### config.mk
export PLATFORM = sky130hd
export DESIGN_NAME = dtq_ready_cell
export DESIGN_NICKNAME = d
export VERILOG_FILES = /design/src/sv/dtq_pkg.sv /design/src/sv/dtq_ready_cell.sv
export SDC_FILE = /design/constraint.sdc
export NUM_CORES = 1
export LEC_CHECK = 0
export BUFFER_PORTS_ARGS = -buffer_cell sky130_fd_sc_hd__buf_2
export CORE_AREA = 2 2 39 41
export CTS_BUF_LIST = sky130_fd_sc_hd__clkbuf_2 sky130_fd_sc_hd__clkbuf_4 sky130_fd_sc_hd__clkbuf_8
export DETAILED_ROUTE_END_ITERATION = 12
export DIE_AREA = 0 0 41 43
export HOLD_SLACK_MARGIN = 0.05
export PLACE_DENSITY_LB_ADDON = 0.2
export SLEW_MARGIN = 20
export SYNTH_ARGS = -nofsm -noshare
export SYNTH_HDL_FRONTEND = slang
export SYNTH_SLANG_ARGS = --single-unit
### constraint.sdc
create_clock -name clk -period 2.3 [get_ports clk]
set_input_delay 0.46 -clock clk [delete_from_list [all_inputs] [get_ports clk]]
set_output_delay 0.46 -clock clk [all_outputs]
set_load 0.05 [all_outputs]
### src/sv/dtq_pkg.sv
`default_nettype none
package dtq_pkg;

    localparam int TIMER_ENTRIES = 16;
    localparam int READY_DEPTH   = 16;
    localparam int TASK_ID_BITS  = 8;

    localparam int TIDX_W = (TIMER_ENTRIES > 1) ? $clog2(TIMER_ENTRIES) : 1;
    localparam int RIDX_W = (READY_DEPTH > 1) ? $clog2(READY_DEPTH) : 1;
    localparam int TCNT_W = $clog2(TIMER_ENTRIES + 1);
    localparam int RCNT_W = $clog2(READY_DEPTH + 1);
    localparam int MS_W   = 27;
    localparam int CLK_W  = 32;
    localparam int ID_W   = 8;

    localparam logic [MS_W-1:0] MAX_PERIOD_MS = 27'd86400000;

    localparam logic [1:0] FUNC_ADD = 2'd0;
    localparam logic [1:0] FUNC_REM = 2'd1;
    localparam logic [1:0] FUNC_RUN = 2'd2;

    typedef enum logic [2:0] {
        KIND_ADD_ACK  = 3'd0,
        KIND_REM_ACK  = 3'd1,
        KIND_IMM_RUN  = 3'd2,
        KIND_TMO_RUN  = 3'd3,
        KIND_RUN_DONE = 3'd4
    } kind_t;

    // best-so-far token passed along the timer cells
    typedef struct packed {
        logic              vld;
        logic [CLK_W-1:0]  deadline;
        logic [CLK_W-1:0]  stamp;
        logic [TIDX_W-1:0] idx;
    } scan_t;

    // broadcast write command to the timer cells
    typedef struct packed {
        logic                    arm;
        logic                    clear;
        logic [TIDX_W-1:0]       slot;
        logic [TASK_ID_BITS-1:0] task_id;
        logic [CLK_W-1:0]        deadline;
        logic [MS_W-1:0]         period;
        logic                    periodic;
        logic [CLK_W-1:0]        stamp;
    } tcmd_t;

    typedef struct packed {
        logic                    vld;
        logic [TASK_ID_BITS-1:0] task_id;
        logic [MS_W-1:0]         period;
        logic                    periodic;
        logic                    match;
    } tent_t;

    typedef struct packed {
        logic load;
        logic shift;
    } rctl_t;

    function automatic logic wrap_before(input logic [CLK_W-1:0] a,
                                         input logic [CLK_W-1:0] b);
        logic [CLK_W-1:0] d;
        d = a - b;
        return (d != '0) && d[CLK_W-1];
    endfunction

endpackage
`default_nettype wire

### src/sv/dtq_ready_cell.sv
`default_nettype none
module dtq_ready_cell
    import dtq_pkg::*;
(
    input  wire logic                    clk,
    input  wire rctl_t                   ctl,
    input  wire logic [TASK_ID_BITS-1:0] load_id,
    input  wire logic [TASK_ID_BITS-1:0] next_id,
    input  wire logic [TASK_ID_BITS-1:0] lookup_id,
    output      logic [TASK_ID_BITS-1:0] id,
    output      logic                    match
);

    logic [TASK_ID_BITS-1:0] id_reg;

    // load appends at the tail; shift pulls the neighbor toward the head
    always_ff @(posedge clk)
    begin
        if (ctl.load)
        begin
            id_reg <= load_id;
        end
        else if (ctl.shift)
        begin
            id_reg <= next_id;
        end
    end

    assign id    = id_reg;
    assign match = (id_reg == lookup_id);

endmodule
`default_nettype wire

==> impl_metrics.csv, run 1 <==
group,metric,value,unit
run_status,status,"finished clean",
power_and_ir_drop,finalPower,0.432,mW
route,drt_iter0_drc,0,
route,routedWlPerCell,9.34,µm
worst_setup_path,end_kind,"output pin",
clocking,cts_resized,0,
worst_setup_path,crit_path_max_incr_delay,0.40,ns
synth,syn_area,464,µm²
synth,ys_seq_elements,8,
grt,grt_pass1_vias,296,
synth,synth-xor-area-share,0.151,
synth,synth_fa_ha_area_frac,0,
synth,synthMuxAreaShare,0.259,
sta,rsz0062_at_grt,"no",
floorplan,initial_core_util,0.335,
synth,synth.distinct_cells,7,
final_layout,largest_reg_flops,8,
synth,syn_avg_cell_area,16.0,µm²
clocking,cts.sinks,8,
power_and_ir_drop,power.leakage,0.320,nW
worst_setup_path,critPathMaxFanout,2,
clocking,cts_setup_buffers,0,
synth,synth_cells,29,
grt,antenna_found_initial,0,
synth,synth_top_family_by_area,"multiplexers",
placed_design,portBuffers,35,
power_and_ir_drop,worst_ir_drop_vdd,215,µV
synth,synth-simple-area-share,0.0485,
grt,overflow,0,
worst_setup_path,cp.arrival,1.26,ns
floorplan,die_w,41,µm
floorplan,dieArea,1760,µm²
worst_setup_path,worst-setup-path-type,"flip-flop to output pin",
floorplan,dieHeight,43,µm
route,postRouteAntennaNets,0,
final_layout,drive_above_1_share,0.697,
sta,relSlewSlack,0.792,
clocking,clk_pin_slew,0.05,ns
sta,finalSetupViolCount,0,
synth,ys_seq_area_frac,0.518,
worst_setup_path,worstSetupStartpoint,"id[3]",
floorplan,num_rows,14,
synth,yosys.area.top_type_share,0.518,
route,drt_wl_total,766,µm
hold_path,hold_path.class,"input port to flip-flop",
floorplan,core_area,1380,µm²
route,drcViolationCount,0,
floorplan,io_pins,36,
power_and_ir_drop,power.density,644,nW/µm²
final_layout,fin_util,0.485,
placed_design,globalplace.congestion,0.573,
final_layout,num_antenna_cells,0,
clocking,clock-root-buffer,"clkbuf_4",
grt,track_usage,0.0989,
worst_setup_path,worst_setup_path_start_kind,"flip-flop",
worst_setup_path,slowest_stage,"edfxtp_1",
worst_setup_path,cp_cell_sequence,"xnor2_1 > nand4_1 > nor2_1 > buf_2",
final_layout,syn_to_final_growth,44.5,%
route,drt-pass1-iter-count,1,
sta,fmax,581,MHz
clocking,postCtsHoldBufs,0,
run,drv_cap,0,
clocking,clockBufferDepth,2,
sta,finalMaxSlewViolations,0,
synth,synth_area_leaders,"edfxtp_1 52%, mux2_4 26%, xnor2_1 15%",
synth,yosys_warnings,0,
worst_setup_path,crit_path_end,"match",
sta,worstMarginPinSlew,0.313,ns
sta,period_needed,1.72,ns
synth,synth_nets,56,
clocking,ctsHtreeMaxLevel,1,
sta,min_period_over_period,0.748,
worst_setup_path,cp.required,1.84,ns
route,routed-via-count,355,
sta,finalSetupTns,0,ns
sta,final_hold_viol_count,0,
final_layout,design.final.nets,95,
route,viasPerCell,4.33,
clocking,cts_tree,"built",
grt,grt_pass1_wl,1040,µm
clocking,cts_buffers,3,
synth,synth-compound-area-share,0,
grt,grt_max_degree,10,
synth,synth_area_leader_cell,"edfxtp_1",
==> Yosys cell counts <==
master	number
buf_6	1
xnor2_1	8
or2_1	1
edfxtp_1	8
nor2_1	1
nand4_1	2
mux2_4	8
==> layout by cell type (no fill, tap or decap) <==
cell type | netlist | routed
clkbuf_4 | 0 | 3
buf_2 | 0 | 35
edfxtp_1 | 8 | 8
or2_1 | 1 | 1
nor2_1 | 1 | 1
mux2_4 | 8 | 8
xnor2_1 | 8 | 8
nand4_1 | 2 | 2
==> layout make-up <==
cell class,instances,area [µm²]
Fill cell,130,713
Tap cell,16,20.0
Clock buffer,3,22.5
Sequential cell,8,240
Timing Repair Buffer,35,175
Multi-Input combinational cell,20,213
==> metal layers <==
layer	vias up	global-route usage	share of wire
met1	139	0.0878	0.38
met4	0	0.140	0.010
met2	33	0.138	0.44
li1	181	-	-
met5	-	0	0
met3	2	0.0314	0.17
==> worst max-delay path: cells and delay by family, from the launching register on <==
family | cells | cell delay [ns]
XOR/XNOR | 1 | 0.15
buffers and inverters | 1 | 0.26
flip-flops | 1 | 0.40
AND/OR/NAND/NOR | 2 | 0.20
==> metrics by stage <==
stage	instance area (µm²)	setup WS [ns]	hold slack, ns	std cells
2_1_floorplan	464	0.249	0.677	29
3_3_place_gp	648	0.667	0.762	79
3_5_place_dp	648	0.657	0.764	79
4_1_cts	671	0.552	0.507	82
5_1_grt	671	0.450	0.513	82
6_report	671	0.579	0.511	82
==> how the worst min path moves through the flow <==
stage	from	to	slack (ns)	depth (start not counted)
after CTS	next_id[6]	id[6]	0.51	2
after detailed placement	next_id[6]	id[6]	0.76	2
after global placement	load_id[1]	id[1]	0.76	2
after floorplan	load_id[0]	id[0]	0.68	1
after global routing	next_id[6]	id[6]	0.51	2
final	next_id[6]	id[6]	0.51	2
==> power breakdown <==
group	switching [mW]	internal, mW	leakage, nW
combinational	0.0830	0.0575	0.225
sequential	0.00962	0.180	0.0815
clock	0.0421	0.0593	0.0138
total	0.135	0.297	0.320
==> kinds of logic (layout without fill, tap and decap cells) <==
kind of cell              Yosys count  after routing
muxes                               8              8
buffers and inverters               1             38
DFF                                 8              8
xor gates and xnor gates            8              8
and+or+nand+nor                     4              4
Note: power is estimated with default switching activity, not from simulation.
==> run 2, diff against run 1 <==
--- a/config.mk
+++ b/config.mk
@@ -6,10 +6,9 @@
 export NUM_CORES = 1
 export LEC_CHECK = 0
 export BUFFER_PORTS_ARGS = -buffer_cell sky130_fd_sc_hd__buf_2
-export CORE_AREA = 2 2 39 41
+export CORE_UTILIZATION = 35
 export CTS_BUF_LIST = sky130_fd_sc_hd__clkbuf_2 sky130_fd_sc_hd__clkbuf_4 sky130_fd_sc_hd__clkbuf_8
 export DETAILED_ROUTE_END_ITERATION = 12
-export DIE_AREA = 0 0 41 43
 export HOLD_SLACK_MARGIN = 0.05
 export PLACE_DENSITY_LB_ADDON = 0.2
 export SLEW_MARGIN = 20
==> constraint.sdc (replaced) <==
create_clock -name clk -period 1.5 [get_ports clk]
set_input_delay 0.3 -clock clk [delete_from_list [all_inputs] [get_ports clk]]
set_output_delay 0.3 -clock clk [all_outputs]
set_load 0.05 [all_outputs]
==> impl_metrics.csv, run 2 (same netlist as run 1, synthesis figures left out) <==
group,metric,value,unit
run_status,status,"complete, but fails checks",
run_status,violations,"setup timing",
final_layout,largest_reg_flops,8,
sta,final_hold_viol_count,0,
grt,grt_max_degree,10,
clocking,cts_tree,"built",
hold_path,hold_path.startpoint,"load_id[1]",
power_and_ir_drop,worst_ir_drop_vdd,492,µV
clocking,cts.sinks,8,
floorplan,num_rows,12,
sta,finalSetupViolCount,1,
final_layout,final_cell_mix,"34 x buf_2, 8 x mux2_4, 8 x xnor2_1, 8 x edfxtp_1, 3 x clkbuf_4",
route,drt-pass1-iter-count,1,
placed_design,place_area,653,µm²
final_layout,num_antenna_cells,0,
worst_setup_path,cp.arrival,1.24,ns
clocking,cts_buffers,3,
final_layout,fillCellCount,105,
sta,worstMarginPinSlew,0.318,ns
clocking,clock-root-buffer,"clkbuf_4",
floorplan,dieHeight,38.4,µm
sta,finalMaxSlewViolations,0,
sta,final_critical_path_setup_slack,-0.0382,ns
worst_setup_path,end_kind,"output pin",
sta,finalSetupTns,-0.0382,ns
final_layout,drive_above_1_share,0.712,
route,drcViolationCount,0,
grt,grt_pass1_vias,297,
grt,overflow,0,
grt,antenna_found_initial,0,
hold_path,hold_path.class,"input port to flip-flop",
placed_design,portBuffers,35,
clocking,postCtsHoldBufs,0,
worst_setup_path,worst_setup_path_start_kind,"flip-flop",
power_and_ir_drop,power.density,972,nW/µm²
route,drt_wl_total,765,µm
final_layout,design_area,686,µm²
worst_setup_path,worst-setup-path-type,"flip-flop to output pin",
final_layout,design.final.nets,95,
worst_setup_path,critPathMaxFanout,2,
route,routedWlPerCell,9.56,µm
route,drt_iter0_drc,0,
power_and_ir_drop,power.leakage,0.322,nW
floorplan,die_w,38.4,µm
sta,rsz0062_at_grt,"yes",
sta,min_period_over_period,1.03,
floorplan,io_pins,36,
final_layout,syn_to_final_growth,47.7,%
floorplan,initial_core_util,0.396,
route,viasPerCell,4.24,
final_layout,final_common_cell,"buf_2",
hold_path,hold_end,"id[1]",
hold_path,worstHoldPathCells,2,
grt,track_usage,0.117,
sta,period_needed,1.54,ns
sta,fmax,650,MHz
placed_design,globalplace.congestion,0.635,
clocking,clk_pin_slew,0.05,ns
floorplan,dieArea,1480,µm²
clocking,clockBufferDepth,2,
floorplan,core_area,1170,µm²
final_layout,fin_util,0.585,
route,postRouteAntennaNets,0,
route,routed-via-count,339,
sta,relSlewSlack,0.788,
grt,grt_pass1_wl,1080,µm
run,drv_cap,0,
worst_setup_path,cp.required,1.20,ns
clocking,ctsHtreeMaxLevel,1,
[run 2: changes by cell type in the layout (fill, tap and decap cells not counted)]
cell / previous run / this run
buf_8: 0 / 1
nor2_1: 1 / 0
buf_2: 35 / 34
nor2_4: 0 / 1
[run 2: repair_timing]
item	in CTS	in global routing
buffers inserted	0	0
endpoints found under the setup margin	1	1
pin swaps	4	1
resized for setup	2	1
[run 2: routing by layer]
metal / up-vias / GRT usage / routed length (µm)
li1: 181 / - / -
met1: 130 / 0.0970 / 295
met2: 28 / 0.216 / 382
met3: 0 / 0.0349 / 88
met4: 0 / 0.103 / 0
met5: - / 0 / 0
[run 2: per-stage QoR]
stage                     worst slack (ns)  std cells  total power, mW  hold WS, ns
after floorplan                    -0.0831         29            0.455        0.517
after detailed placement            0.0888         77            0.517        0.605
after global placement               0.109         77            0.514        0.604
after global routing                -0.138         80            0.704        0.338
after CTS                          -0.0814         80            0.676        0.344
final                              -0.0382         80            0.667        0.349
[run 2: layout make-up]
type	instances	area (µm²)	area share
sequential	8	240	0.350
clock buffer	3	22.5	0.0328
timing repair buffer	35	185	0.270
multi-input combinational	20	220	0.321
tap	14	17.5	0.0255
[run 2: worst max path at each step]
stage / start / slack (ns) / depth (start not counted) / endpoint
3_5_place_dp: id[6] / 0.09 / 4 / match
4_1_cts: id[6] / -0.08 / 4 / match
6_report: id[4] / -0.04 / 4 / match
5_1_grt: id[2] / -0.14 / 4 / match
3_3_place_gp: lookup_id[1] / 0.11 / 5 / match
2_1_floorplan: id[6] / -0.08 / 3 / match
[run 2: worst max-delay path, stage by stage (launching register included)]
cell and delay (ns):
edfxtp_1 0.40, xnor2_1 0.15, nand4_1 0.15, nor2_4 0.14
buf_8 0.15
[run 2: where the power goes]
part	total [mW]	switching (mW)	internal (mW)
clock network	0.157	0.0657	0.0910
logic	0.219	0.130	0.0889
registers	0.291	0.0149	0.276
==> run 3, diff against run 2 <==
--- a/config.mk
+++ b/config.mk
@@ -10,7 +10,8 @@
 export CTS_BUF_LIST = sky130_fd_sc_hd__clkbuf_2 sky130_fd_sc_hd__clkbuf_4 sky130_fd_sc_hd__clkbuf_8
 export DETAILED_ROUTE_END_ITERATION = 12
 export HOLD_SLACK_MARGIN = 0.05
-export PLACE_DENSITY_LB_ADDON = 0.2
+export PLACE_DENSITY = 0.76
+export REMOVE_ABC_BUFFERS = 1
 export SLEW_MARGIN = 20
 export SYNTH_ARGS = -nofsm -noshare
 export SYNTH_HDL_FRONTEND = slang
==> impl_metrics.csv, run 3 (same netlist as run 1, synthesis figures left out) <==
group,metric,value,unit
worst_setup_path,critPathTopFamily,"flip-flops",
sta,worstMarginPinSlew,0.317,ns
power_and_ir_drop,intPower,0.456,mW
grt,grt_max_degree,10,
worst_setup_path,critPathMaxFanout,2,
sta,period_needed,1.52,ns
worst_setup_path,cp.required,1.20,ns
run_status,violations,"setup timing",
final_layout,largest_reg_flops,8,
final_layout,final_common_cell,"buf_2",
clocking,cts_setup_buffers,0,
sta,fmax,658,MHz
clocking,ctsHtreeMaxLevel,1,
floorplan,dieHeight,38.4,µm
power_and_ir_drop,power.leakage,0.321,nW
grt,track_usage,0.109,
clocking,cts_tree,"built",
final_layout,design_area,674,µm²
route,drcViolationCount,0,
route,drt_iter0_drc,1,
floorplan,num_rows,12,
floorplan,dieArea,1480,µm²
placed_design,place_area,646,µm²
clocking,clock-root-buffer,"clkbuf_4",
route,drt_wl_total,772,µm
hold_path,hold_path.class,"input port to flip-flop",
grt,overflow,0,
sta,finalSetupViolCount,1,
sta,rsz0062_at_grt,"yes",
sta,finalMaxSlewViolations,0,
power_and_ir_drop,p_sw,0.209,mW
grt,grt_pass1_vias,306,
power_and_ir_drop,power.density,987,nW/µm²
route,postRouteAntennaNets,0,
final_layout,drive_above_1_share,0.697,
grt,grt_pass1_wl,1060,µm
power_and_ir_drop,power_frac_clock,0.236,
placed_design,globalplace.congestion,0.612,
worst_setup_path,cp_cell_sequence,"xnor2_1 > nand4_1 > nor2_1 > buf_6",
sta,final_hold_viol_count,0,
clocking,cts_buffers,3,
clocking,cts.sinks,8,
power_and_ir_drop,power_frac_comb,0.325,
route,viasPerCell,4.39,
floorplan,io_pins,36,
route,routed-via-count,351,
placed_design,pre_cts_slack,0.163,ns
final_layout,syn_to_final_growth,45.3,%
worst_setup_path,worst_setup_path_start_kind,"flip-flop",
final_layout,final_cell_mix,"34 x buf_2, 8 x mux2_4, 8 x xnor2_1, 8 x edfxtp_1, 3 x clkbuf_4",
worst_setup_path,cp.arrival,1.22,ns
worst_setup_path,end_kind,"output pin",
route,routedWlPerCell,9.65,µm
floorplan,die_w,38.4,µm
power_and_ir_drop,p_seq_frac,0.439,
clocking,clk_pin_slew,0.05,ns
power_and_ir_drop,netSwitchingFraction,0.315,
worst_setup_path,worst-setup-path-type,"flip-flop to output pin",
run,drv_cap,0,
route,drt-pass1-iter-count,2,
worst_setup_path,crit_path_max_incr_delay,0.41,ns
placed_design,portBuffers,35,
floorplan,core_area,1170,µm²
final_layout,design.final.nets,95,
worst_setup_path,crit_buf_inv,1,
sta,final_critical_path_setup_slack,-0.0208,ns
sta,min_period_over_period,1.01,
grt,antenna_found_initial,0,
worst_setup_path,slowest_stage,"edfxtp_1",
floorplan,initial_core_util,0.396,
sta,relSlewSlack,0.789,
final_layout,num_antenna_cells,0,
clocking,clockBufferDepth,2,
run_status,status,"complete, but fails checks",
power_and_ir_drop,worst_ir_drop_vdd,485,µV
## run 3: final cells by class
type                            instances  area (µm²)
Timing Repair Buffer                   35         181
Sequential cell                         8         240
Fill cell                             102         497
Multi-Input combinational cell         20         213
Clock buffer                            3        22.5
Tap cell                               14        17.5
## run 3: layer usage
layer  up-vias  share of wire  GRT usage
met2        31           0.48      0.208
met1       135           0.36      0.104
li1        182              -          -
met5         -              0          0
met3         3           0.13     0.0174
met4         0          0.026     0.0776
## run 3: timing repair
item,in CTS,in global routing
setup endpoints to repair,1,1
pin swaps,0,2
hold buffers,0,0
gates resized for setup,1,1
## run 3: worst paths after layout
path	slack, ns	endpoint	cells after the start	start
min	0.35	id[0]	2	load_id[0]
max	-0.02	match	4	id[0]
## run 3: power by group through the flow
stage	combinational, mW	clock, mW	sequential, mW
2_1_floorplan	0.0626	0	0.382
3_3_place_gp	0.214	0	0.296
3_5_place_dp	0.218	0	0.297
4_1_cts	0.218	0.159	0.293
5_1_grt	0.229	0.174	0.295
6_report	0.217	0.157	0.292
## run 3: through the flow
stage,util,power [mW],hold WS (ns),std cells,TNS [ns]
6_report,0.576,0.665,0.348,80,-0.0208
5_1_grt,0.576,0.698,0.342,80,-0.103
4_1_cts,0.573,0.671,0.345,80,-0.0310
3_5_place_dp,0.551,0.515,0.604,77,0
3_3_place_gp,0.551,0.510,0.603,77,0
2_1_floorplan,-,0.445,0.517,28,-0.391
