<file path="src/sv/dtq_pkg.sv">
`default_nettype none
package dtq_pkg;

    localparam int TIMER_ENTRIES = 16;
    localparam int READY_DEPTH   = 16;
    localparam int TASK_ID_BITS  = 8;

    localparam int TIDX_W = (TIMER_ENTRIES > 1) ? $clog2(TIMER_ENTRIES) : 1;
    localparam int RIDX_W = (READY_DEPTH > 1) ? $clog2(READY_DEPTH) : 1;
    localparam int TCNT_W = $clog2(TIMER_ENTRIES + 1);
    localparam int RCNT_W = $clog2(READY_DEPTH + 1);
    localparam int MS_W   = 27;
    localparam int CLK_W  = 32;
    localparam int ID_W   = 8;

    localparam logic [MS_W-1:0] MAX_PERIOD_MS = 27'd86400000;

    localparam logic [1:0] FUNC_ADD = 2'd0;
    localparam logic [1:0] FUNC_REM = 2'd1;
    localparam logic [1:0] FUNC_RUN = 2'd2;

    typedef enum logic [2:0] {
        KIND_ADD_ACK  = 3'd0,
        KIND_REM_ACK  = 3'd1,
        KIND_IMM_RUN  = 3'd2,
        KIND_TMO_RUN  = 3'd3,
        KIND_RUN_DONE = 3'd4
    } kind_t;

    // best-so-far token passed along the timer cells
    typedef struct packed {
        logic              vld;
        logic [CLK_W-1:0]  deadline;
        logic [CLK_W-1:0]  stamp;
        logic [TIDX_W-1:0] idx;
    } scan_t;

    // broadcast write command to the timer cells
    typedef struct packed {
        logic                    arm;
        logic                    clear;
        logic [TIDX_W-1:0]       slot;
        logic [TASK_ID_BITS-1:0] task_id;
        logic [CLK_W-1:0]        deadline;
        logic [MS_W-1:0]         period;
        logic                    periodic;
        logic [CLK_W-1:0]        stamp;
    } tcmd_t;

    typedef struct packed {
        logic                    vld;
        logic [TASK_ID_BITS-1:0] task_id;
        logic [MS_W-1:0]         period;
        logic                    periodic;
        logic                    match;
    } tent_t;

    typedef struct packed {
        logic load;
        logic shift;
    } rctl_t;

    function automatic logic wrap_before(input logic [CLK_W-1:0] a,
                                         input logic [CLK_W-1:0] b);
        logic [CLK_W-1:0] d;
        d = a - b;
        return (d != '0) && d[CLK_W-1];
    endfunction

endpackage
`default_nettype wire

</file>
<file path="src/sv/dtq_timer_cell.sv">
`default_nettype none
module dtq_timer_cell
    import dtq_pkg::*;
(
    input  wire logic                    clk,
    input  wire logic                    rst_n,
    input  wire logic [TIDX_W-1:0]       slot_idx,
    input  wire tcmd_t                   cmd,
    input  wire logic [TASK_ID_BITS-1:0] lookup_id,
    input  wire scan_t                   scan_in,
    output      scan_t                   scan_out,
    output      tent_t                   ent
);

    logic                    vld_reg;
    logic [TASK_ID_BITS-1:0] task_reg;
    logic [CLK_W-1:0]        deadline_reg;
    logic [MS_W-1:0]         period_reg;
    logic                    periodic_reg;
    logic [CLK_W-1:0]        stamp_reg;
    scan_t                   scan_reg;
    scan_t                   scan_next;
    logic                    hit;
    logic                    take_own;

    assign hit = (cmd.slot == slot_idx);

    always_ff @(posedge clk or negedge rst_n)
    begin
        if (!rst_n)
        begin
            vld_reg <= 1'b0;
        end
        else if (hit && cmd.arm)
        begin
            vld_reg <= 1'b1;
        end
        else if (hit && cmd.clear)
        begin
            vld_reg <= 1'b0;
        end
    end

    always_ff @(posedge clk)
    begin
        if (hit && cmd.arm)
        begin
            task_reg     <= cmd.task_id;
            deadline_reg <= cmd.deadline;
            period_reg   <= cmd.period;
            periodic_reg <= cmd.periodic;
            stamp_reg    <= cmd.stamp;
        end
    end

    // replace the token when strictly earlier, or on an equal deadline when the insert stamp is older
    always_comb
    begin
        take_own = vld_reg && (!scan_in.vld
                   || wrap_before(deadline_reg, scan_in.deadline)
                   || ((deadline_reg == scan_in.deadline)
                       && wrap_before(stamp_reg, scan_in.stamp)));
        if (take_own)
        begin
            scan_next.vld      = 1'b1;
            scan_next.deadline = deadline_reg;
            scan_next.stamp    = stamp_reg;
            scan_next.idx      = slot_idx;
        end
        else
        begin
            scan_next = scan_in;
        end
    end

    always_ff @(posedge clk or negedge rst_n)
    begin
        if (!rst_n)
        begin
            scan_reg <= '0;
        end
        else
        begin
            scan_reg <= scan_next;
        end
    end

    assign scan_out     = scan_reg;
    assign ent.vld      = vld_reg;
    assign ent.task_id  = task_reg;
    assign ent.period   = period_reg;
    assign ent.periodic = periodic_reg;
    assign ent.match    = vld_reg && (task_reg == lookup_id);

endmodule
`default_nettype wire

</file>
<file path="config.mk">
export PLATFORM = sky130hd
export DESIGN_NAME = dtq_timer_cell
export DESIGN_NICKNAME = d
export VERILOG_FILES = /design/src/sv/dtq_pkg.sv /design/src/sv/dtq_timer_cell.sv
export SDC_FILE = /design/constraint.sdc
export NUM_CORES = 1
export LEC_CHECK = 0
export ABC_AREA = 1
export CAP_MARGIN = 20
export CORE_UTILIZATION = 30
export DETAILED_ROUTE_END_ITERATION = 16
export DONT_BUFFER_PORTS = 1
export HOLD_SLACK_MARGIN = 0.08
export SYNTH_ARGS = -nofsm -noshare
export SYNTH_HDL_FRONTEND = slang
export SYNTH_SLANG_ARGS = --single-unit
</file>
<file path="constraint.sdc">
create_clock -name clk -period 3.1 [get_ports clk]
set_input_delay 0.155 -clock clk [delete_from_list [all_inputs] [get_ports clk]]
set_output_delay 0.155 -clock clk [all_outputs]
set_load 0.05 [all_outputs]
</file>
==> qor.csv, run 1 <==
stage,metric,value,unit
run_status,status,"finished, final reports clean",
setup_path,crit_path_start_kind,register,
die,dieArea,0.0263,mm²
global_route,grt_pass1_vias,6076,
sta,rsz0062_at_grt,no,
synth,ys_seq_elements,170,
flow_run,maxCapViolations,0,
sta,tightestPinTransition,0.600,ns
die,core-area,0.0252,mm²
global_route,gr-usage-all-layers,17.1,%
sta,setup_viol,0,
sta,slew_violations,0,
place,port_buffers,0,
power_and_ir_drop,p_leak,4.72,nW
clock_tree,worst_skew_pair.late_latency,0.43,ns
route,drtIter0Drc,308,
setup_path,worstSetupPathType,register to register,
synth,synth_edf_count,100,
clock_tree,cts_sinks,170,
synth,synth_top_cell_by_area,edfxtp_1,
route,met3_length,1400,µm
power_and_ir_drop,ir_worst_vdd,0.000286,V
route,first_pass_iters,4,
synth,ys_warn_count,0,
clock_tree,root_buffer,clkbuf_16,
cells_and_area,final_cells,1247,
synth,netlist_instances,722,
cells_and_area,fin_nets,1154,
global_route,grt_antenna_before_repair,1,
global_route,gr-total-overflow,0,
clock_tree,post_cts_buffers,0,
synth,synth_fp_nets,973,
place,pre_cts_ws,0.238,ns
power_and_ir_drop,fin_total_pwr,7.09,mW
setup_path,worstPathRequired,3.46,ns
clock_tree,h-tree-depth,4,
sta,slew-limit-headroom,59.9,%
route,via_count,5779,
synth,seq_area_frac_synth,61.7,%
route,wl_met2,11400,µm
setup_path,critPathMaxFanout,68,
global_route,grt_pass1_wl,33600,µm
synth,synth_most_common_cell,nand2_1,
route,avgRoutedWirePerCell,18.0,µm
synth,yosys_most_used_dff,edfxtp_1,
setup_path,worst_ep_arrival_time,3.03,ns
sta,setup_slack,0.435,ns
route,wirelength,22500,µm
synth,ys_async_sr_fraction,41.2,%
route,met1Wirelength,9220,µm
synth,avgSynthCellArea,10.7,µm²
die,start_util,30.6,%
sta,finalHoldViolCount,0,
route,antenna_left,0,
cells_and_area,areaGrowthSynthToFinish,36.4,%
route,top_layer_used,met4,
die,rows,58,
power_and_ir_drop,power_per_cell_area,675,mW/mm²
clock_tree,clkTransAtPathRegs,0.08,ns
synth,synth_top_area_share,39.0,%
cells_and_area,largest_reg_flops,69,
sta,hold_ws,0.139,ns
synth,netlist_area,0.00770,mm²
sta,timing.fmax,0.375,GHz
sta,setup_tns,0,ns
cells_and_area,drive_above_1_share,5.57,%
synth,ys_top_cells_by_count,"nand2_1 (209), edfxtp_1 (100), inv_1 (88)",
clock_tree,cts_tree,yes,
sta,period_needed,2.66,ns
worst_hold_path,hold_path_class,primary input to register,
clock_tree,tritoncts.num_buffers,17,
cells_and_area,n_fill_cell,2327,
die,ios,296,
place,hpwl,14600,µm
synth,synthTopCellsByArea,"edfxtp_1 (39%), dfrtp_1 (23%), nand2_1 (10%)",
place,routabilityCongestion,0.776,
sta,finalCritPeriodShare,86.0,%
route,vias_per_cell,4.63,
place,place_inst,1037,
die,die_h,162,µm
clock_tree,cts_buffer_depth,2,
route,drc,0,
synth,ys_types,33,
sta,finClkSkew,0.00995,ns
die,die_x,162,µm
global_route,grt_max_degree,71,
setup_path,cp-end-kind,register,
==> area by class of cell <==
class | count | area [µm²] | area share, %
Sequential cell | 170 | 4760 | 45.3
Multi-Input combinational cell | 439 | 2480 | 23.6
Timing Repair Buffer | 186 | 1920 | 18.3
Clock buffer | 17 | 425 | 4.05
Tap cell | 330 | 413 | 3.93
Inverter | 89 | 334 | 3.18
Clock inverter | 15 | 170 | 1.62
Antenna cell | 1 | 2.50 | 0.0238
==> placed cells by master (no fill, tap or decap), types with 3 or more instances in the layout <==
cell,instances
buf_4,3
a21oi_1,23
nor2_1,21
nand3_1,78
nand4_1,8
dlygate4sd3_1,176
buf_12,5
nand2_1,209
dfrtp_1,69
nor3_1,3
inv_1,88
edfxtp_1,100
ha_1,62
clkbuf_16,17
inv_6,6
xnor2_1,7
a21o_1,4
o21ai_0,5
clkinv_4,3
inv_8,4
==> kinds of logic (layout without fill, tap and decap cells) <==
logic type | after synthesis | after routing | synth area share, %
and+or+nand+nor | 329 | 329 | 18.0
DFF | 170 | 170 | 61.7
AOI/OAI and AO/OA | 39 | 39 | 2.89
buffers and inverters | 113 | 307 | 6.27
other | 0 | 1 | 0
xor gates and xnor gates | 9 | 9 | 1.02
adders and majority gates | 62 | 62 | 10.1
==> critical path: stages, from the launching register on <==
cell      delay, ns
edfxtp_1       0.42
ha_1           0.31
nand2_1        0.07
nor2_1         0.15
and2_1         0.17
nand2_1        0.09
nor2_1         0.12
nand2_1        0.08
nand3_1        0.09
nand3_1        0.16
nand2_4        0.13
buf_6          0.49
nand3_1        0.15
nand2_1        0.13
==> path summary, 6_finish.rpt <==
check / from / endpoint / slack, ns / depth (start not counted)
max in group asynchronous: rst_n / vld_reg$_DFFE_PN0P_ / 2.45 / 2
setup / recovery: stamp_reg[30]$_DFFE_PP_ / scan_out[30]$_DFF_PN0_ / 0.44 / 13
setup reg to reg: stamp_reg[30]$_DFFE_PP_ / scan_out[30]$_DFF_PN0_ / 0.44 / 13
hold reg to reg: deadline_reg[0]$_DFFE_PP_ / scan_out[36]$_DFF_PN0_ / 0.51 / 2
hold / removal: cmd[105] / deadline_reg[29]$_DFFE_PP_ / 0.14 / 2
min in group asynchronous: rst_n / scan_out[19]$_DFF_PN0_ / 0.32 / 2
==> report_power, final <==
part	switching (mW)	internal, mW
registers	1.15	2.69
clock network	1.05	1.16
logic	0.622	0.423
==> routing by layer <==
metal / up-vias / GRT usage (%)
met4: 0 / 6.78
met5: - / 0
li1: 2753 / -
met3: 34 / 4.70
met1: 2773 / 20.1
met2: 219 / 29.5
==> repair_timing <==
action / CTS / global route
gates resized for setup: 0 / 1
endpoints found under the setup margin: 0 / 27
hold endpoints to repair: 240 / 0
hold buffers: 177 / 0
==> per-stage QoR <==
stage          util [%]  cell area, µm²
4_1_cts            41.7           10500
2_1_floorplan         -            7710
5_1_grt            41.7           10500
6_report           41.7           10500
3_3_place_gp       32.2            8120
3_5_place_dp       32.2            8120
No activity file was read; power rests on OpenSTA's default activity.
==> inputs of run 2 (changes only) <==
Settings changed: MAX_ROUTING_LAYER set to met4, SETUP_SLACK_MARGIN set to 0.5.
==> run 2 against run 1 <==
Effect of this change: critical path depth up 2; global-route usage about the same; total power up 2.6%; sequential power up 2%; clock-buffer cell count up 1; fmax up 12%; first-iteration DRC count up 5.5%; combinational power about the same; clock power up 3%; clock skew up 0.0034 ns; critical path type unchanged; largest power group unchanged.
==> qor.csv, run 2 (same netlist as run 1, synthesis figures left out) <==
stage,metric,value,unit,change
global_route,grt_antenna_before_repair,1,,unchanged
sta,slew-limit-headroom,52.9,%,-7.0 points
sta,finalCritPeriodShare,77.0,%,-9.0 points
run_status,status,"finished, final reports clean",,
cells_and_area,largest_reg_flops,69,,unchanged
clock_tree,cts_buffer_depth,2,,unchanged
setup_path,critPathMaxFanout,14,,-79%
route,met1Wirelength,9720,µm,+5.4%
sta,slew_violations,0,,unchanged
flow_run,maxCapViolations,0,,unchanged
power_and_ir_drop,ir_worst_vdd,0.000343,V,+20%
sta,setup_slack,0.714,ns,+0.278 ns
route,drc,0,,unchanged
power_and_ir_drop,p_leak,4.77,nW,+0.97%
global_route,grt_pass1_vias,6045,,-0.51%
clock_tree,worst_skew_pair.late_latency,0.43,ns,about the same
cells_and_area,layout_common_cells,"nand2_1 (209), dlygate4sd3_1 (176), edfxtp_1 (100)",,
place,hpwl,13900,µm,-5.3%
route,via_count,5783,,+0.069%
sta,tightestPinTransition,0.707,ns,+0.107 ns
cells_and_area,design_area,0.0106,mm²,+1.2%
die,ios,296,,unchanged
route,vias_per_cell,4.63,,-0.17%
place,pre_cts_ws,0.131,ns,-0.107 ns
die,start_util,30.6,%,unchanged
sta,finalHoldViolCount,0,,unchanged
die,core-area,0.0252,mm²,unchanged
sta,setup_viol,0,,unchanged
cells_and_area,n_fill_cell,2334,,+0.30%
die,dieArea,0.0263,mm²,unchanged
clock_tree,h-tree-depth,4,,unchanged
place,routabilityCongestion,0.812,,+4.7%
global_route,grt_pass1_wl,32700,µm,-2.7%
cells_and_area,final_cells,1250,,+0.24%
setup_path,worst_ep_arrival_time,2.70,ns,-0.33 ns
clock_tree,cts_tree,yes,,
worst_hold_path,hold_path_class,primary input to async pin,,
setup_path,cp-end-kind,register,,
cells_and_area,fin_nets,1157,,+0.26%
setup_path,worstSetupPathType,register to register,,
clock_tree,cts_sinks,170,,unchanged
sta,rsz0062_at_grt,no,,
clock_tree,root_buffer,clkbuf_16,,
route,drtIter0Drc,325,,+5.5%
global_route,grt_max_degree,101,,+42%
global_route,gr-total-overflow,0,,unchanged
route,wl_met2,11500,µm,+1.5%
sta,finClkSkew,0.0134,ns,+0.00344 ns
route,met3_length,1300,µm,-7.1%
cells_and_area,mostFrequentLayoutCell,nand2_1,,
die,rows,58,,unchanged
place,placed_cell_area,0.00806,mm²,-0.74%
die,die_h,162,µm,unchanged
sta,period_needed,2.39,ns,-0.278 ns
power_and_ir_drop,power_per_cell_area,684,mW/mm²,+1.4%
clock_tree,tritoncts.num_buffers,17,,unchanged
sta,timing.fmax,0.419,GHz,+12%
sta,setup_tns,0,ns,unchanged
cells_and_area,final_util,42.2,%,+0.50 points
route,first_pass_iters,5,,+1
route,avgRoutedWirePerCell,18.5,µm,+2.4%
route,top_layer_used,met4,,
route,wirelength,23100,µm,+2.7%
global_route,gr-usage-all-layers,17.1,%,about the same
place,port_buffers,0,,unchanged
setup_path,crit_path_start_kind,register,,
cells_and_area,drive_above_1_share,6.09,%,+0.53 points
cells_and_area,areaGrowthSynthToFinish,38.0,%,
place,place_inst,1034,,-0.29%
clock_tree,clkTransAtPathRegs,0.07,ns,about the same
die,die_x,162,µm,unchanged
setup_path,worstPathRequired,3.41,ns,-0.05 ns
route,antenna_left,0,,unchanged
## run 2: changes by cell type in the layout (fill, tap and decap cells not counted), sizes merged
cell	delta
buf	-1
bufinv	+2
clkbuf	+4
clkinv	-1
clkinvlp	+1
inv	-3
nand2	+1
## run 2: path summary, 6_finish.rpt
check	start	to	slack, ns	depth (start not counted)
min	rst_n	scan_out[21]$_DFF_PN0_	0.28	2
min in group clk	scan_in[68]	scan_out[27]$_DFF_PN0_	0.28	6
max	stamp_reg[26]$_DFFE_PP_	scan_out[52]$_DFF_PN0_	0.71	15
max reg2reg	stamp_reg[26]$_DFFE_PP_	scan_out[52]$_DFF_PN0_	0.71	15
min reg2reg	stamp_reg[30]$_DFFE_PP_	scan_out[34]$_DFF_PN0_	0.52	2
max in group asynchronous	rst_n	vld_reg$_DFFE_PN0P_	2.45	2
## run 2: routing by layer
| layer | GRT usage [%] | vias to the layer above |
|---|---|---|
| li1 | - | 2761 |
| met2 | 28.3 | 222 |
| met5 | - | - |
| met4 | 6.99 | 0 |
| met3 | 3.93 | 29 |
| met1 | 20.0 | 2771 |
## run 2: layout make-up
| type | instances | area, µm² | share of cell area (%) |
|---|---|---|---|
| clock buffer | 18 | 429 | 4.04 |
| tap | 330 | 413 | 3.88 |
| clock inverter | 14 | 181 | 1.71 |
| sequential | 170 | 4760 | 44.7 |
| timing repair buffer | 188 | 1990 | 18.7 |
| inverter | 89 | 334 | 3.14 |
| multi-input combinational | 440 | 2520 | 23.7 |
| antenna | 1 | 2.50 | 0.0235 |
## run 2: critical path: stages, from the launching register on
cell and delay (ns):
edfxtp_1 0.41, ha_1 0.31, nand2_1 0.09, nor2_1 0.05, and2_1 0.16, nand2_1 0.11, nor2_1 0.06, nor2_1 0.19
nand2_1 0.07, nand2_1 0.08, nand3_2 0.10, nand2_4 0.18, nand2_8 0.12, clkbuf_16 0.23, nand2_1 0.06, nand2_1 0.05
## run 2: timing repair
action                                 4_1_cts  5_1_grt
setup buffers                                0        2
setup endpoints to repair                   68       68
gates resized for setup                      5        7
pin swaps                                    0        1
endpoints found under the hold margin      240        0
gates cloned                                 0        4
hold buffers                               177        0
## run 2: stage by stage
step | hold slack (ns) | power (mW)
floorplan | -0.141 | 4.43
finish | 0.276 | 7.27
detailed placement | -0.140 | 4.70
global placement | -0.139 | 4.68
global route | 0.298 | 7.58
CTS | 0.259 | 7.20
## run 2: power breakdown
part | total (mW) | leakage (nW) | internal [mW] | switching [mW]
Clock | 2.28 | 0.298 | 1.29 | 0.990
Sequential | 3.91 | 1.74 | 2.69 | 1.22
Combinational | 1.08 | 2.74 | 0.477 | 0.607
==> inputs of run 3 (changes only) <==
Clock period 3.1 ns to 1.9 ns, I/O delays scaled along.
==> run 3 against run 2 <==
Effect of this change: the run now ends with hold timing, setup timing left; non-clock buffer count rose by 64; routed wire length rose by 11%; sequential cell count did not move; clock power rose by 64%; cell count rose by 5.1%; first-iteration DRC count fell by 5.8%; die area did not move; worst setup slack got worse by 1.1 ns; worst hold slack got worse by 0.92 ns; core utilization rose by 5.3 points; highest routed layer unchanged.
==> qor.csv, run 3 (same netlist as run 1, synthesis figures left out) <==
stage,metric,value,unit,change
run_status,status,finished with violations,,
run_status,violations,"hold timing, setup timing",,
setup_path,max_stage_delay,0.41,ns,about the same
sta,finalCritPeriodShare,121,%,+44 points
setup_path,crit_path_start_kind,register,,
sta,timing.fmax,0.437,GHz,+4.2%
place,placed_cell_area,0.00856,mm²,+6.3%
power_and_ir_drop,ir_worst_vdd,0.000433,V,+26%
clock_tree,h-tree-depth,4,,unchanged
route,vias_per_cell,4.69,,+1.3%
clock_tree,cts_tree,yes,,
power_and_ir_drop,p_seq_share,49.3,%,-4.4 points
global_route,grt_pass1_vias,6599,,+9.2%
sta,finalHoldViolCount,70,,+70
power_and_ir_drop,power_switching,4.97,mW,+77%
place,port_buffers,0,,unchanged
sta,rsz0062_at_grt,yes,,
route,wirelength,25500,µm,+11%
die,core-area,0.0252,mm²,unchanged
cells_and_area,mostFrequentLayoutCell,dlygate4sd3_1,,
place,routabilityCongestion,0.768,,-5.4%
route,first_pass_iters,4,,-1
cells_and_area,areaGrowthSynthToFinish,55.4,%,
power_and_ir_drop,pwr-share-comb,21.2,%,+6.3 points
global_route,gr-total-overflow,0,,unchanged
clock_tree,clkTransAtPathRegs,0.08,ns,about the same
power_and_ir_drop,power_per_cell_area,1050,mW/mm²,+54%
power_and_ir_drop,pwr-share-clk,29.5,%,-1.9 points
global_route,grtUsageMet3,4.65,%,+0.72 points
global_route,grt_antenna_before_repair,1,,unchanged
route,drtIter0Drc,306,,-5.8%
global_route,grt_pass1_wl,35800,µm,+9.4%
setup_path,worst_ep_arrival_time,2.60,ns,-0.10 ns
power_and_ir_drop,power.internal,7.66,mW,+72%
route,drc,0,,unchanged
cells_and_area,fin_nets,1221,,+5.5%
die,rows,58,,unchanged
clock_tree,root_buffer,clkbuf_16,,
flow_run,maxCapViolations,0,,unchanged
sta,tightestPinTransition,0.533,ns,-0.173 ns
clock_tree,holdBufCountCts,176,,-0.56%
route,antenna_left,0,,unchanged
setup_path,cp-end-kind,register,,
global_route,busiest_layer,met2,,
global_route,grt_max_degree,71,,-30%
global_route,grt_use_met2,32.4,%,+4.1 points
clock_tree,tritoncts.num_buffers,17,,unchanged
sta,setup_viol,69,,+69
sta,finClkSkew,0.0158,ns,+0.00245 ns
setup_path,worstSetupPathType,register to register,,
route,via_count,6158,,+6.5%
cells_and_area,largest_reg_flops,69,,unchanged
setup_path,crit_buf_inv,1,,unchanged
clock_tree,cts_buffer_depth,2,,unchanged
die,die_h,162,µm,unchanged
cells_and_area,layout_common_cells,"dlygate4sd3_1 (173), nand2_1 (123), edfxtp_1 (100)",,
sta,slew_violations,0,,unchanged
sta,setup_tns,-23.06,ns,-23.06 ns
clock_tree,cts_sinks,170,,unchanged
place,hpwl,15100,µm,+9.2%
global_route,gr-usage-all-layers,18.8,%,+1.7 points
clock_tree,worst_skew_pair.late_latency,0.43,ns,about the same
setup_path,critPathMaxFanout,7,,-7
die,die_x,162,µm,unchanged
sta,period_needed,2.29,ns,-0.0956 ns
die,start_util,30.6,%,unchanged
cells_and_area,drive_above_1_share,25.2,%,+19 points
worst_hold_path,hold_path_class,primary input to async pin,,
setup_path,worstPathRequired,2.21,ns,-1.20 ns
sta,slew-limit-headroom,64.5,%,+12 points
sta,hold_ws,-0.640,ns,-0.916 ns
setup_path,cp_top_family,simple AND/OR/NAND/NOR gates,,
sta,setup_slack,-0.391,ns,-1.10 ns
die,ios,296,,unchanged
setup_path,cpMaxStageDelayCell,edfxtp_1,,
route,avgRoutedWirePerCell,19.4,µm,+5.3%
die,dieArea,0.0263,mm²,unchanged
power_and_ir_drop,swShare,39.4,%,+0.67 points
power_and_ir_drop,p_leak,5.28,nW,+11%
global_route,met1_usage,21.3,%,+1.4 points
cells_and_area,design_area,0.0120,mm²,+13%
setup_path,cp_cell_sequence,ha_1 > nand2_1 > nor2_1 > and2_4 > nand2_2 > nand3_4 > nor2_4 > nand2_1 > nand2_2 > nand3_4 > nand2_8 > nand2_8 > clkbuf_16 > nand2_2 > nand2_1,,
-- run 3: layout make-up --
class                      count  area [µm²]
clock buffer                  18         439
sequential                   170        4760
inverter                      89         334
tap                          330         413
timing repair buffer         252        2700
antenna                        1        2.50
multi-input combinational    440        3160
fill                        2189       13200
clock inverter                14         174
-- run 3: timing repair --
| action | in CTS | in global routing |
|---|---|---|
| setup endpoints to repair | 69 | 170 |
| endpoints found under the hold margin | 240 | 70 |
| cloned | 4 | 7 |
| pin swaps | 3 | 10 |
| buffers inserted | 3 | 10 |
| gates resized for setup | 63 | 96 |
-- run 3: path summary, 6_finish.rpt --
path                                                 start                      to  slack [ns]  cells past startpoint
worst max-delay path               stamp_reg[25]$_DFFE_PP_  scan_out[67]$_DFF_PN0_       -0.39                     15
worst min-delay path                                 rst_n  scan_out[14]$_DFF_PN0_       -0.64                      0
worst max register to register     stamp_reg[25]$_DFFE_PP_  scan_out[67]$_DFF_PN0_       -0.39                     15
worst min register to register  deadline_reg[30]$_DFFE_PP_  scan_out[66]$_DFF_PN0_        0.51                      2
max in group asynchronous                            rst_n  scan_out[51]$_DFF_PN0_        2.39                      0
min in group clk                               slot_idx[0]   scan_out[0]$_DFF_PN0_        0.12                      3
-- run 3: per-stage QoR --
stage	worst slack (ns)	utilization (%)	std cells	power (mW)
floorplan	-0.428	-	722	7.30
global placement	-0.470	34.0	1081	7.87
detailed placement	-0.499	34.0	1081	7.90
CTS	-0.340	44.9	1296	12.2
global route	-0.532	47.6	1314	13.1
finish	-0.391	47.6	1314	12.6
-- run 3: layer usage --
metal / part of all wire (%) / wire length (µm) / up-vias
li1: - / - / 2896
met1: 40 / 10300 / 2985
met2: 51 / 13100 / 243
met3: 6.2 / 1580 / 34
met4: 2.1 / 547 / 0
met5: 0 / 0 / -
-- run 3: power groups by stage --
| stage | Combinational [mW] | Sequential, mW | Clock [mW] |
|---|---|---|---|
| floorplan | 1.14 | 6.16 | 0 |
| global placement | 1.56 | 6.31 | 0 |
| detailed placement | 1.59 | 6.31 | 0 |
| CTS | 2.20 | 6.23 | 3.81 |
| global route | 2.89 | 6.28 | 3.95 |
| finish | 2.67 | 6.23 | 3.73 |
